<file path="config.mk">
export PLATFORM = sky130hd
export DESIGN_NAME = zero_sum_triplet_search
export DESIGN_NICKNAME = d
export VERILOG_FILES = /design/src/hdl/zsts_pkg.sv /design/src/hdl/zero_sum_triplet_search.sv
export VERILOG_INCLUDE_DIRS = /design/src /design/src/hdl
export SDC_FILE = /design/constraint.sdc
export NUM_CORES = 1
export LEC_CHECK = 0
export ABC_AREA = 1
export BUFFER_PORTS_ARGS = -buffer_cell sky130_fd_sc_hd__buf_4
export CAP_MARGIN = 20
export CELL_PAD_IN_SITES_DETAIL_PLACEMENT = 0
export CELL_PAD_IN_SITES_GLOBAL_PLACEMENT = 1
export CORE_ASPECT_RATIO = 1.25
export CORE_MARGIN = 2
export CORE_UTILIZATION = 45
export DETAILED_ROUTE_END_ITERATION = 16
export GPL_ROUTABILITY_DRIVEN = 0
export PLACE_DENSITY = 0.79
export SYNTH_ARGS = -nofsm -noshare
export SYNTH_HDL_FRONTEND = slang
export SYNTH_SLANG_ARGS = --single-unit
</file>
<file path="constraint.sdc">
create_clock -name clock -period 11.16 [get_ports clock]
set_input_delay 2.232 -clock clock [delete_from_list [all_inputs] [get_ports clock]]
set_output_delay 2.232 -clock clock [all_outputs]
set_load 0.03 [all_outputs]
</file>
<file path="src/hdl/assert_macros.svh">
// ----------------------------------------------------------------------------
// assertion macros
// shared concurrent assertion wrappers for the rtl
// ----------------------------------------------------------------------------
`ifndef ASSERT_MACROS_SVH
`define ASSERT_MACROS_SVH

// property checked at every rising edge, off while reset is high
`define ASSERT_CLK(label, clk, rst, prop, msg) \
   label: assert property (@(posedge clk) disable iff (rst) prop) else $error(msg);

// implication on the same edge
`define ASSERT_IMPL(label, clk, rst, pre, post, msg) \
   label: assert property (@(posedge clk) disable iff (rst) (pre) |-> (post)) else $error(msg);

// implication at the next edge
`define ASSERT_NEXT(label, clk, rst, pre, post, msg) \
   label: assert property (@(posedge clk) disable iff (rst) (pre) |=> (post)) else $error(msg);

`endif

</file>
<file path="src/hdl/zsts_pkg.sv">
// ----------------------------------------------------------------------------
// zsts_pkg
// constants shared by the zero-sum triplet search
// ----------------------------------------------------------------------------
package zsts_pkg;

   localparam int MAX_RESULTS = 56;
   localparam int FOUND_W     = $clog2(MAX_RESULTS + 1);

   // result tuser layout
   localparam int USER_W         = 2;
   localparam int USER_VALID_BIT = 0;
   localparam int USER_DROP_BIT  = 1;

endpackage

</file>
<file path="src/hdl/zero_sum_triplet_search.sv">
// ----------------------------------------------------------------------------
// zero_sum_triplet_search
// sorted insert of a value stream, then a two-pointer search for the first MAX_RESULTS
// distinct triplets that sum to zero
// ----------------------------------------------------------------------------
//  channel  direction  words
//  req      in         one signed value each, tlast starts the search
//  rsp      out        one triplet each, tlast on the last of the run, which may be empty
//
//  each value, the final one too, is inserted in place over all cells in parallel
//  the final word runs the search on one shared read port and sum/compare
//  req_tready is low for the whole search; a held result stalls the search
//  reset clears the count, the drop flag and the control, not the store
// ----------------------------------------------------------------------------
`include "assert_macros.svh"

module zero_sum_triplet_search #(
   parameter int MAX_ITEMS   = 16,
   parameter int VALUE_WIDTH = 16
) (
   input  logic clock,
   input  logic reset,
   input  logic req_tvalid,
   output logic req_tready,
   input  logic [((VALUE_WIDTH + 7) / 8) * 8 - 1:0] req_tdata,   // value
   input  logic req_tlast,                                       // final_item
   output logic rsp_tvalid,
   input  logic rsp_tready,
   output logic [((3 * VALUE_WIDTH + 7) / 8) * 8 - 1:0] rsp_tdata, // smallest, middle, largest
   output logic [zsts_pkg::USER_W-1:0] rsp_tuser,               // triplet_valid, dropped
   output logic rsp_tlast                                        // run_end
);
   import zsts_pkg::*;

   localparam int IDX_W = $clog2(MAX_ITEMS);
   localparam int CNT_W = $clog2(MAX_ITEMS + 1);
   localparam int SUM_W = VALUE_WIDTH + 2;
   localparam int OUT_W = ((3 * VALUE_WIDTH + 7) / 8) * 8;

   typedef logic signed [VALUE_WIDTH-1:0] value_type;

   typedef enum logic [2:0] {
      ST_LOAD, ST_ANCHOR, ST_FETCH_LO, ST_FETCH_HI, ST_CHECK, ST_FINISH
   } state_type;

   state_type            state_ff;
   value_type            store_ff [MAX_ITEMS];
   value_type            store_in [MAX_ITEMS];
   logic [MAX_ITEMS-1:0] gtm;
   logic [CNT_W-1:0]     count_ff;
   logic                 ovf_ff;
   logic [IDX_W-1:0]     i_ff, lo_ff, hi_ff;
   logic [FOUND_W-1:0]   found_ff;
   logic                 fetch_both_ff;
   value_type            a_val_ff, lo_val_ff, hi_val_ff, lo_prev_ff, hi_prev_ff;
   logic                 pend_ff;
   value_type            pend_a_ff, pend_b_ff, pend_c_ff;
   logic                 rsp_tvalid_ff, rsp_tlast_ff;
   value_type            out_a_ff, out_b_ff, out_c_ff;
   logic                 out_valid_ff, out_drop_ff;

   value_type            req_value;
   logic                 req_fire, out_free, has_room;
   logic [IDX_W-1:0]     rd_idx;
   value_type            rd_val;
   logic signed [SUM_W-1:0] sum;
   logic                 anchor_ok, below_limit, lo_first, hi_last, lo_dup, hi_dup;
   logic                 emit_hit, out_load;

   assign req_value = value_type'(req_tdata[VALUE_WIDTH-1:0]);
   assign req_tready = (state_ff == ST_LOAD);
   assign req_fire   = req_tvalid && req_tready;
   assign out_free   = !rsp_tvalid_ff || rsp_tready;
   assign has_room   = count_ff < CNT_W'(MAX_ITEMS);

   // insertion: every cell decides in parallel whether to shift up
   for (genvar g = 0; g < MAX_ITEMS; g++) begin : g_cell
      assign gtm[g] = (CNT_W'(g) < count_ff) && (store_ff[g] > req_value);
      if (g == 0) begin : g_first
         assign store_in[g] = (gtm[g] || count_ff == CNT_W'(g)) ? req_value : store_ff[g];
      end else begin : g_rest
         assign store_in[g] = (gtm[g] || count_ff == CNT_W'(g)) ?
                              (gtm[g-1] ? store_ff[g-1] : req_value) : store_ff[g];
      end
   end

   always_ff @(posedge clock) begin
      if (req_fire && has_room) begin
         store_ff <= store_in;
      end
   end

   // shared read port and sum/compare unit
   always_comb begin
      unique case (state_ff)
         ST_FETCH_LO: rd_idx = lo_ff;
         ST_FETCH_HI: rd_idx = hi_ff;
         default:     rd_idx = i_ff;
      endcase
   end
   assign rd_val = store_ff[rd_idx];

   assign sum = SUM_W'(a_val_ff) + SUM_W'(lo_val_ff) + SUM_W'(hi_val_ff);
   assign anchor_ok   = ((CNT_W + 1)'(i_ff) + (CNT_W + 1)'(2)) < (CNT_W + 1)'(count_ff);
   assign below_limit = found_ff < FOUND_W'(MAX_RESULTS);
   assign lo_first    = (IDX_W + 1)'(lo_ff) == (IDX_W + 1)'(i_ff) + (IDX_W + 1)'(1);
   assign hi_last     = CNT_W'(hi_ff) == count_ff - CNT_W'(1);
   assign lo_dup      = !lo_first && (lo_val_ff == lo_prev_ff);
   assign hi_dup      = !hi_last && (hi_val_ff == hi_prev_ff);

   // output register loads on a pushed-out triplet or on the closing word
   assign emit_hit = (lo_ff < hi_ff) && below_limit && !lo_dup && !hi_dup && (sum == 0);
   assign out_load = ((state_ff == ST_CHECK) && emit_hit && pend_ff && out_free) ||
                     ((state_ff == ST_FINISH) && out_free);

   always_ff @(posedge clock) begin
      if (reset) begin
         state_ff      <= ST_LOAD;
         count_ff      <= '0;
         ovf_ff        <= 1'b0;
         pend_ff       <= 1'b0;
         rsp_tvalid_ff <= 1'b0;
         found_ff      <= '0;
         i_ff          <= '0;
         fetch_both_ff <= 1'b0;
      end else begin
         if (out_load) begin
            rsp_tvalid_ff <= 1'b1;
         end else if (rsp_tvalid_ff && rsp_tready) begin
            rsp_tvalid_ff <= 1'b0;
         end
         unique case (state_ff)
            ST_LOAD: begin
               if (req_fire) begin
                  if (has_room) begin
                     count_ff <= count_ff + CNT_W'(1);
                  end else begin
                     ovf_ff <= 1'b1;
                  end
                  if (req_tlast) begin
                     i_ff     <= '0;
                     found_ff <= '0;
                     pend_ff  <= 1'b0;
                     state_ff <= ST_ANCHOR;
                  end
               end
            end
            ST_ANCHOR: begin
               if (anchor_ok && below_limit) begin
                  if (i_ff != '0 && rd_val == a_val_ff) begin
                     i_ff <= i_ff + IDX_W'(1);
                  end else begin
                     a_val_ff      <= rd_val;
                     lo_ff         <= i_ff + IDX_W'(1);
                     hi_ff         <= IDX_W'(count_ff - CNT_W'(1));
                     fetch_both_ff <= 1'b1;
                     state_ff      <= ST_FETCH_LO;
                  end
               end else begin
                  state_ff <= ST_FINISH;
               end
            end
            ST_FETCH_LO: begin
               lo_val_ff <= rd_val;
               state_ff  <= fetch_both_ff ? ST_FETCH_HI : ST_CHECK;
            end
            ST_FETCH_HI: begin
               hi_val_ff <= rd_val;
               state_ff  <= ST_CHECK;
            end
            ST_CHECK: begin
               if (!(lo_ff < hi_ff && below_limit)) begin
                  i_ff     <= i_ff + IDX_W'(1);
                  state_ff <= ST_ANCHOR;
               end else if (lo_dup || (!hi_dup && sum < 0)) begin
                  lo_prev_ff    <= lo_val_ff;
                  lo_ff         <= lo_ff + IDX_W'(1);
                  fetch_both_ff <= 1'b0;
                  state_ff      <= ST_FETCH_LO;
               end else if (hi_dup || sum > 0) begin
                  hi_prev_ff <= hi_val_ff;
                  hi_ff      <= hi_ff - IDX_W'(1);
                  state_ff   <= ST_FETCH_HI;
               end else if (!pend_ff || out_free) begin
                  // hold the new triplet, push the older one out
                  if (pend_ff) begin
                     out_a_ff      <= pend_a_ff;
                     out_b_ff      <= pend_b_ff;
                     out_c_ff      <= pend_c_ff;
                     out_valid_ff  <= 1'b1;
                     out_drop_ff   <= ovf_ff;
                     rsp_tlast_ff  <= 1'b0;
                  end
                  pend_ff       <= 1'b1;
                  pend_a_ff     <= a_val_ff;
                  pend_b_ff     <= lo_val_ff;
                  pend_c_ff     <= hi_val_ff;
                  found_ff      <= found_ff + FOUND_W'(1);
                  lo_prev_ff    <= lo_val_ff;
                  hi_prev_ff    <= hi_val_ff;
                  lo_ff         <= lo_ff + IDX_W'(1);
                  hi_ff         <= hi_ff - IDX_W'(1);
                  fetch_both_ff <= 1'b1;
                  state_ff      <= ST_FETCH_LO;
               end
            end
            ST_FINISH: begin
               if (out_free) begin
                  out_a_ff      <= pend_ff ? pend_a_ff : '0;
                  out_b_ff      <= pend_ff ? pend_b_ff : '0;
                  out_c_ff      <= pend_ff ? pend_c_ff : '0;
                  out_valid_ff  <= pend_ff;
                  out_drop_ff   <= ovf_ff;
                  rsp_tlast_ff  <= 1'b1;
                  pend_ff       <= 1'b0;
                  count_ff      <= '0;
                  ovf_ff        <= 1'b0;
                  state_ff      <= ST_LOAD;
               end
            end
            default: state_ff <= ST_LOAD;
         endcase
      end
   end

   assign rsp_tvalid = rsp_tvalid_ff;
   assign rsp_tlast  = rsp_tlast_ff;
   assign rsp_tdata  = OUT_W'({out_c_ff, out_b_ff, out_a_ff});
   always_comb begin
      rsp_tuser                 = '0;
      rsp_tuser[USER_VALID_BIT] = out_valid_ff;
      rsp_tuser[USER_DROP_BIT]  = out_drop_ff;
   end

   `ASSERT_CLK(a_count_bound, clock, reset, count_ff <= CNT_W'(MAX_ITEMS), "count above capacity")
   `ASSERT_IMPL(a_lo_above_anchor, clock, reset, state_ff == ST_CHECK, lo_ff > i_ff, "lo at or below anchor")
   `ASSERT_NEXT(a_final_blocks, clock, reset, req_fire && req_tlast, !req_tready, "ready after final word")
   `ASSERT_IMPL(a_empty_is_last, clock, reset, rsp_tvalid && !rsp_tuser[USER_VALID_BIT], rsp_tlast, "empty result not last")

endmodule
</file>
== Yosys cells after proc, flatten, opt, wreduce, memory -nomap -nowiden ==
Index checks and enable logic that the tools add are counted.

* Register bits: 465
* Bits of input ports: 21
* Output and inout bits: 53
* Logic and storage cells: 372

* $add $sub $neg: 10
* Magnitude comparators: 39
* Equal/unequal tests: 45
* Mux-type cells: 129
* Bitwise logic cells: 5
* Reductions and logical operators: 104

{| class="wikitable"
|+ Operators by type and width
! kind !! count
|-
| 2-to-1 mux 16 bit || 43
|-
| greater-than comparator 16 bit || 16
|-
| case mux 16 bit (2 select lines) || 3
|-
| 2-to-1 mux 4 bit || 17
|-
| binary-select mux 16 bit (select 4 bit) || 1
|-
| == test 16 bit || 3
|-
| == test 5 x 4 -> 1 bit, second input constant || 8
|-
| less-than comparator 4 x 5 -> 1 bit, first input constant || 8
|-
| 2-to-1 mux 6 bit || 6
|-
| AND reduction 2 bit || 18
|-
| 2-to-1 mux 1 bit || 33
|-
| logical AND 1 bit || 32
|-
| logical NOT 32 bit || 1
|-
| 2-to-1 mux 3 bit || 10
|-
| case mux 4 bit (2 select lines) || 3
|-
| inequality test 2 bit, second input constant || 11
|-
| logical OR 1 bit || 21
|-
| AND reduction 7 bit || 3
|-
| == test 5 x 3 -> 1 bit, second input constant || 4
|-
| less-than comparator 3 x 5 -> 1 bit, first input constant || 4
|-
| adder 17 x 16 -> 18 bit || 1
|-
| greater-than comparator 18 x 1 -> 1 bit, second input constant || 1
|-
| less-than comparator 18 x 1 -> 1 bit, second input constant || 1
|-
| case mux 3 bit (6 select lines) || 1
|-
| 43 further kinds || 83
|}

== Depth between registers and ports, before layout ==
* Depth after elaboration: 13
* Gate-level depth with buffers: 21

== Least setup slack after synthesis ==
No wires, ideal clock.

* Path type: register -> register
* From: register lo_val_ff[1]
* To: register out_a_ff[0] (enable)
* Arrival time: 7.760 ns
* Setup slack: 2.813 ns
* Cell stages (with the launch flop): 18
* Clock period less this slack: 8.347 ns
* Cells stage by stage: edfxtp_1 fa_1 ha_1 fa_1 nand3_1 nand2_1 a21oi_1 xor2_1 nand2_1 nor2_1 nand2_1 nor2_1 nand2_1 nor2_1 nand3_1 nand3_1 nand2_1 nor4_1

* Word-level cells in the longest chain between the ends: 7
* Elaborated cells on any way between the ends: 12
* Those cells by class: add/sub: 2; order compare: 2; eq/ne: 3; reduce/logical: 5

{| class="wikitable"
|+ Ends and longest elaborated chain
! item !! line !! RTL
|-
| start: declaration || zero_sum_triplet_search.sv:55 || <nowiki>value_type a_val_ff, lo_val_ff, hi_val_ff, lo_prev_ff, hi_prev_ff;</nowiki>
|-
| start signal: assignment || zero_sum_triplet_search.sv:164 || <nowiki>lo_val_ff <= rd_val;</nowiki>
|-
| adder 16 x 16 -> 17 bit || zero_sum_triplet_search.sv:103 || <nowiki>assign sum = SUM_W'(a_val_ff) + SUM_W'(lo_val_ff) + SUM_W'(hi_val_ff);</nowiki>
|-
| adder 17 x 16 -> 18 bit || zero_sum_triplet_search.sv:103 ||
|-
| less-than comparator 18 x 1 -> 1 bit || zero_sum_triplet_search.sv:175 || <nowiki>end else if (lo_dup || (!hi_dup && sum < 0)) begin</nowiki>
|-
| logical AND 1 bit || zero_sum_triplet_search.sv:175 ||
|-
| logical OR 1 bit || zero_sum_triplet_search.sv:175 ||
|-
| inequality test 2 bit (no line) || n/a ||
|-
| AND reduction 8 bit (no line) * || n/a ||
|-
| end signal: assignment || zero_sum_triplet_search.sv:187 || <nowiki>out_a_ff <= pend_a_ff;</nowiki>
|-
| end signal: assignment || zero_sum_triplet_search.sv:209 || <nowiki>out_a_ff <= pend_ff ? pend_a_ff : '0;</nowiki>
|-
| end: declaration || zero_sum_triplet_search.sv:59 || <nowiki>value_type out_a_ff, out_b_ff, out_c_ff;</nowiki>
|}

Mark *: on every way between the ends. The rest lies on a longest branch, timed or not.
A chain may end at the register's enable or synchronous reset.

== Worst setup path after layout ==
* From: input req_tdata[3]
* To: register store_ff[216] (netlist bit) (enable)

* Word-level cells in the longest chain between the ends: 4

{| class="wikitable"
|+ Ends and longest elaborated chain
! item !! line !! RTL
|-
| start: declaration || zero_sum_triplet_search.sv:25 || <nowiki>input logic [((VALUE_WIDTH + 7) / 8) * 8 - 1:0] req_tdata,</nowiki>
|-
| greater-than comparator 16 bit || zero_sum_triplet_search.sv:78 || <nowiki>assign gtm[g] = (CNT_W'(g) < count_ff) && (store_ff[g] > req_value);</nowiki>
|-
| logical AND 1 bit || zero_sum_triplet_search.sv:78 ||
|-
| logical OR 1 bit || zero_sum_triplet_search.sv:82 || <nowiki>assign store_in[g] = (gtm[g] || count_ff == CNT_W'(g)) ?</nowiki>
|-
| AND reduction 2 bit (no line) || n/a ||
|-
| end signal: assignment || zero_sum_triplet_search.sv:89 || <nowiki>store_ff <= store_in;</nowiki>
|-
| end: declaration || zero_sum_triplet_search.sv:47 || <nowiki>value_type store_ff [MAX_ITEMS];</nowiki>
|}

Every way passes these cells.

==> results.json <==
{
  "drtPass1Iterations": 6,
  "dp_cells": 4134,
  "path_max_fanout": 33,
  "pwr-share-seq_pct": 36.5,
  "fp-row-count": 104,
  "drt_iter0_drc": 2057,
  "p_sw_mw": 2.44,
  "finalSetupViolCount": 0,
  "postCtsHoldBufs": 0,
  "synth_edf_count": 443,
  "io_buffers": 73,
  "viasPerCell": 5.79,
  "clockBufferDepth": 3,
  "relSlewSlack_pct": 24.2,
  "synth_cell_type_count": 60,
  "grt.overflow.total": 0,
  "finClkSkew_ns": 0.0170,
  "synth_cells": 3303,
  "finalCriticalPeriod_ns": 5.73,
  "drv_cap": 0,
  "die_height_um": 290,
  "post_cts_resized": 0,
  "worstHoldStart": "ovf_ff",
  "syn_nets": 3615,
  "fp.dieArea_sq_mm": 0.0673,
  "postCtsSetupRepairBufs": 0,
  "synthToLayoutAreaGrowth_pct": 11.1,
  "clk_pin_slew_ns": 0.06,
  "setup_slack_ns": 5.43,
  "swShare_pct": 39.5,
  "diodes": 0,
  "p_int_mw": 3.74,
  "grtUsageTotal_pct": 27.4,
  "antenna_found_initial": 0,
  "min_period_over_period_pct": 51.4,
  "reg2reg_from": "state_ff[2]",
  "start_util_pct": 45.6,
  "instances_no_fill": 4232,
  "post-route-util_pct": 50.6,
  "worstSetupPathType": "in -> reg",
  "coreArea_sq_mm": 0.0644,
  "power_frac_comb_pct": 35.8,
  "multi_input_area_sq_mm": 0.0135,
  "regArea_sq_mm": 0.0137,
  "route.vias.total": 24500,
  "pwr-share-clk_pct": 27.7,
  "hpwl_mm": 68.0,
  "outcome": "finished clean",
  "grt_max_degree": 127,
  "drive_gt1_share_pct": 7.33,
  "synth_warnings": 0,
  "p_leak_nw": 14.2,
  "crit_path_start": "req_tdata[3]",
  "clk_latency_ns": 0.62,
  "wl_mm": 91.8,
  "yosysSeqAreaShare_pct": 46.8,
  "synth_area_sq_mm": 0.0293,
  "nNetsFinal": 3655,
  "fill_cells": 5979,
  "pre_cts_ws_ns": 4.91,
  "drv_slew": 0,
  "avgRoutedWirePerCell_um": 21.7,
  "postSynth.asyncResetShare_pct": 0,
  "fmax_ghz": 0.174,
  "synth_area_per_cell_sq_um": 8.88,
  "start_kind": "input pin",
  "cts_tree": "yes",
  "die_w_um": 232,
  "grt_first_pass_wirelength_mm": 139,
  "powerDensity_mw_per_mm2": 190,
  "required_ns": 11.39,
  "rsz0062_at_grt": "no",
  "end_kind": "flop",
  "arrival_ns": 5.97,
  "antenna_left": 0,
  "cts_inserted_buffers": 52,
  "root_buffer": "clkbuf_16",
  "drc": 0,
  "clock-sinks": 465,
  "synthFlopType": "edfxtp_1",
  "max_slew.worst_pin.slew_ns": 1.14,
  "io_pins": 74,
  "hold_class": "reg -> reg",
  "hold_viol": 0,
  "ir_drop_v": 0.000141,
  "htreeDepth": 2,
  "grt_pass1_vias": 24300,
  "finalSetupTns_ns": 0,
  "ys_seq_elements": 465
}
## worst paths after layout
kind	endpoint	slack, ns	cells past startpoint
worst min-delay path	out_drop_ff	0.45	0
worst max-delay path	store_ff[216]	5.43	12
worst max register to register	a_val_ff[1]	5.52	18
worst min register to register	out_drop_ff	0.45	0
## layer usage
layer / vias up / share of wire, % / GRT usage (%)
met1: 11700 / 35 / 29.0
met2: 948 / 52 / 50.4
met5: - / 0 / 0
li1: 11500 / - / -
met3: 300 / 6.4 / 4.27
met4: 0 / 7.1 / 17.6
## state kept, by name, summed over array words and instances (netlist names), 3 cells and up
| register | flops |
|---|---|
| lo_val_ff | 16 |
| out_a_ff | 16 |
| hi_val_ff | 16 |
| count_ff | 5 |
| a_val_ff | 16 |
| lo_ff | 4 |
| lo_prev_ff | 16 |
| pend_a_ff | 16 |
| out_c_ff | 16 |
| store_ff | 256 |
| i_ff | 4 |
| out_b_ff | 16 |
| hi_prev_ff | 16 |
| found_ff | 6 |
| hi_ff | 4 |
| pend_b_ff | 16 |
| pend_c_ff | 16 |
| state_ff | 3 |
## logic make-up after synthesis
family	share of synthesized area, %
adder cells (fa/ha/maj)	12.8
buffers and inverters	7.72
XOR/XNOR	1.52
AO/OA/AOI/OAI	10.9
AND/OR/NAND/NOR	20.2
flip-flops	46.8
multiplexers	0.0341
## synthesized netlist by cell type, drive strengths merged (5+ instances only)
master	count	area [sq um]
edfxtp	443	13300
o21ai	272	1360
dfxtp	22	440
nor3	20	100
xor2	36	315
nor4	9	56.3
clkbuf	102	383
inv	422	1580
a31oi	12	75.1
o2111ai	6	52.6
nand3	260	1320
nor3b	7	52.6
nand4	138	870
fa	17	340
nand2	650	2450
o21bai	11	82.6
a211oi	15	113
ha	274	3430
xnor2	15	131
nand3b	9	67.6
a21o	5	37.5
a21oi	192	972
nor2	244	931
o211ai	37	278
buf	47	290
## cell type report
cell class | instances | share of cell area (%)
flip-flops and latches | 465 | 42.2
multi-input cells | 2265 | 41.3
inverters | 424 | 4.88
clock buffers | 68 | 4.43
well taps | 848 | 3.26
repair buffers | 135 | 3.22
clock inverters | 27 | 0.703
## power by group through the flow
stage / Sequential [mW] / Clock, mW / Combinational, mW
3_5_place_dp: 2.29 / 0 / 2.16
2_1_floorplan: 2.27 / 0 / 1.40
4_1_cts: 2.25 / 1.74 / 2.17
3_3_place_gp: 2.29 / 0 / 2.13
5_1_grt: 2.27 / 1.80 / 2.43
6_report: 2.26 / 1.71 / 2.21
## metrics by stage
step / hold slack (ns) / cell area (sq um) / power, mW
CTS: 0.444 / 32500 / 6.16
finish: 0.447 / 32600 / 6.18
global placement: 0.429 / 30900 / 4.41
global route: 0.467 / 32600 / 6.49
detailed placement: 0.430 / 30900 / 4.45
floorplan: 0.409 / 29300 / 3.67
## critical path, stage by stage
cell     delay [ns]
buf_4          0.24
inv_1          0.40
ha_1           0.45
nand2_1        0.06
o21ai_0        0.28
a21o_1         0.16
a21oi_1        0.05
o21ai_0        0.53
nand2_1        0.11
a311o_1        0.29
buf_4          0.25
a21oi_2        0.84
## placed cells by master (no fill, tap or decap), drive strengths merged, types with 3 or more instances in the layout
cell type	synthesis	layout
nand4	138	138
a21o	5	5
nor4	9	9
nor2	244	244
ha	274	274
nand3	260	260
clkinv	2	23
o211ai	37	37
nand2	650	650
a21oi	192	192
or2	4	4
a31oi	12	12
nand3b	9	9
nor3b	7	7
o21bai	11	11
dfxtp	22	22
inv	422	424
o2111ai	6	6
buf	47	135
o21a	4	4
clkbuf	102	68
bufinv	0	3
nor3	20	20
edfxtp	443	443
fa	17	17
a211oi	15	15
xor2	36	36
xnor2	15	15
o21ai	272	272
Note: power is estimated with default switching activity, not from simulation.
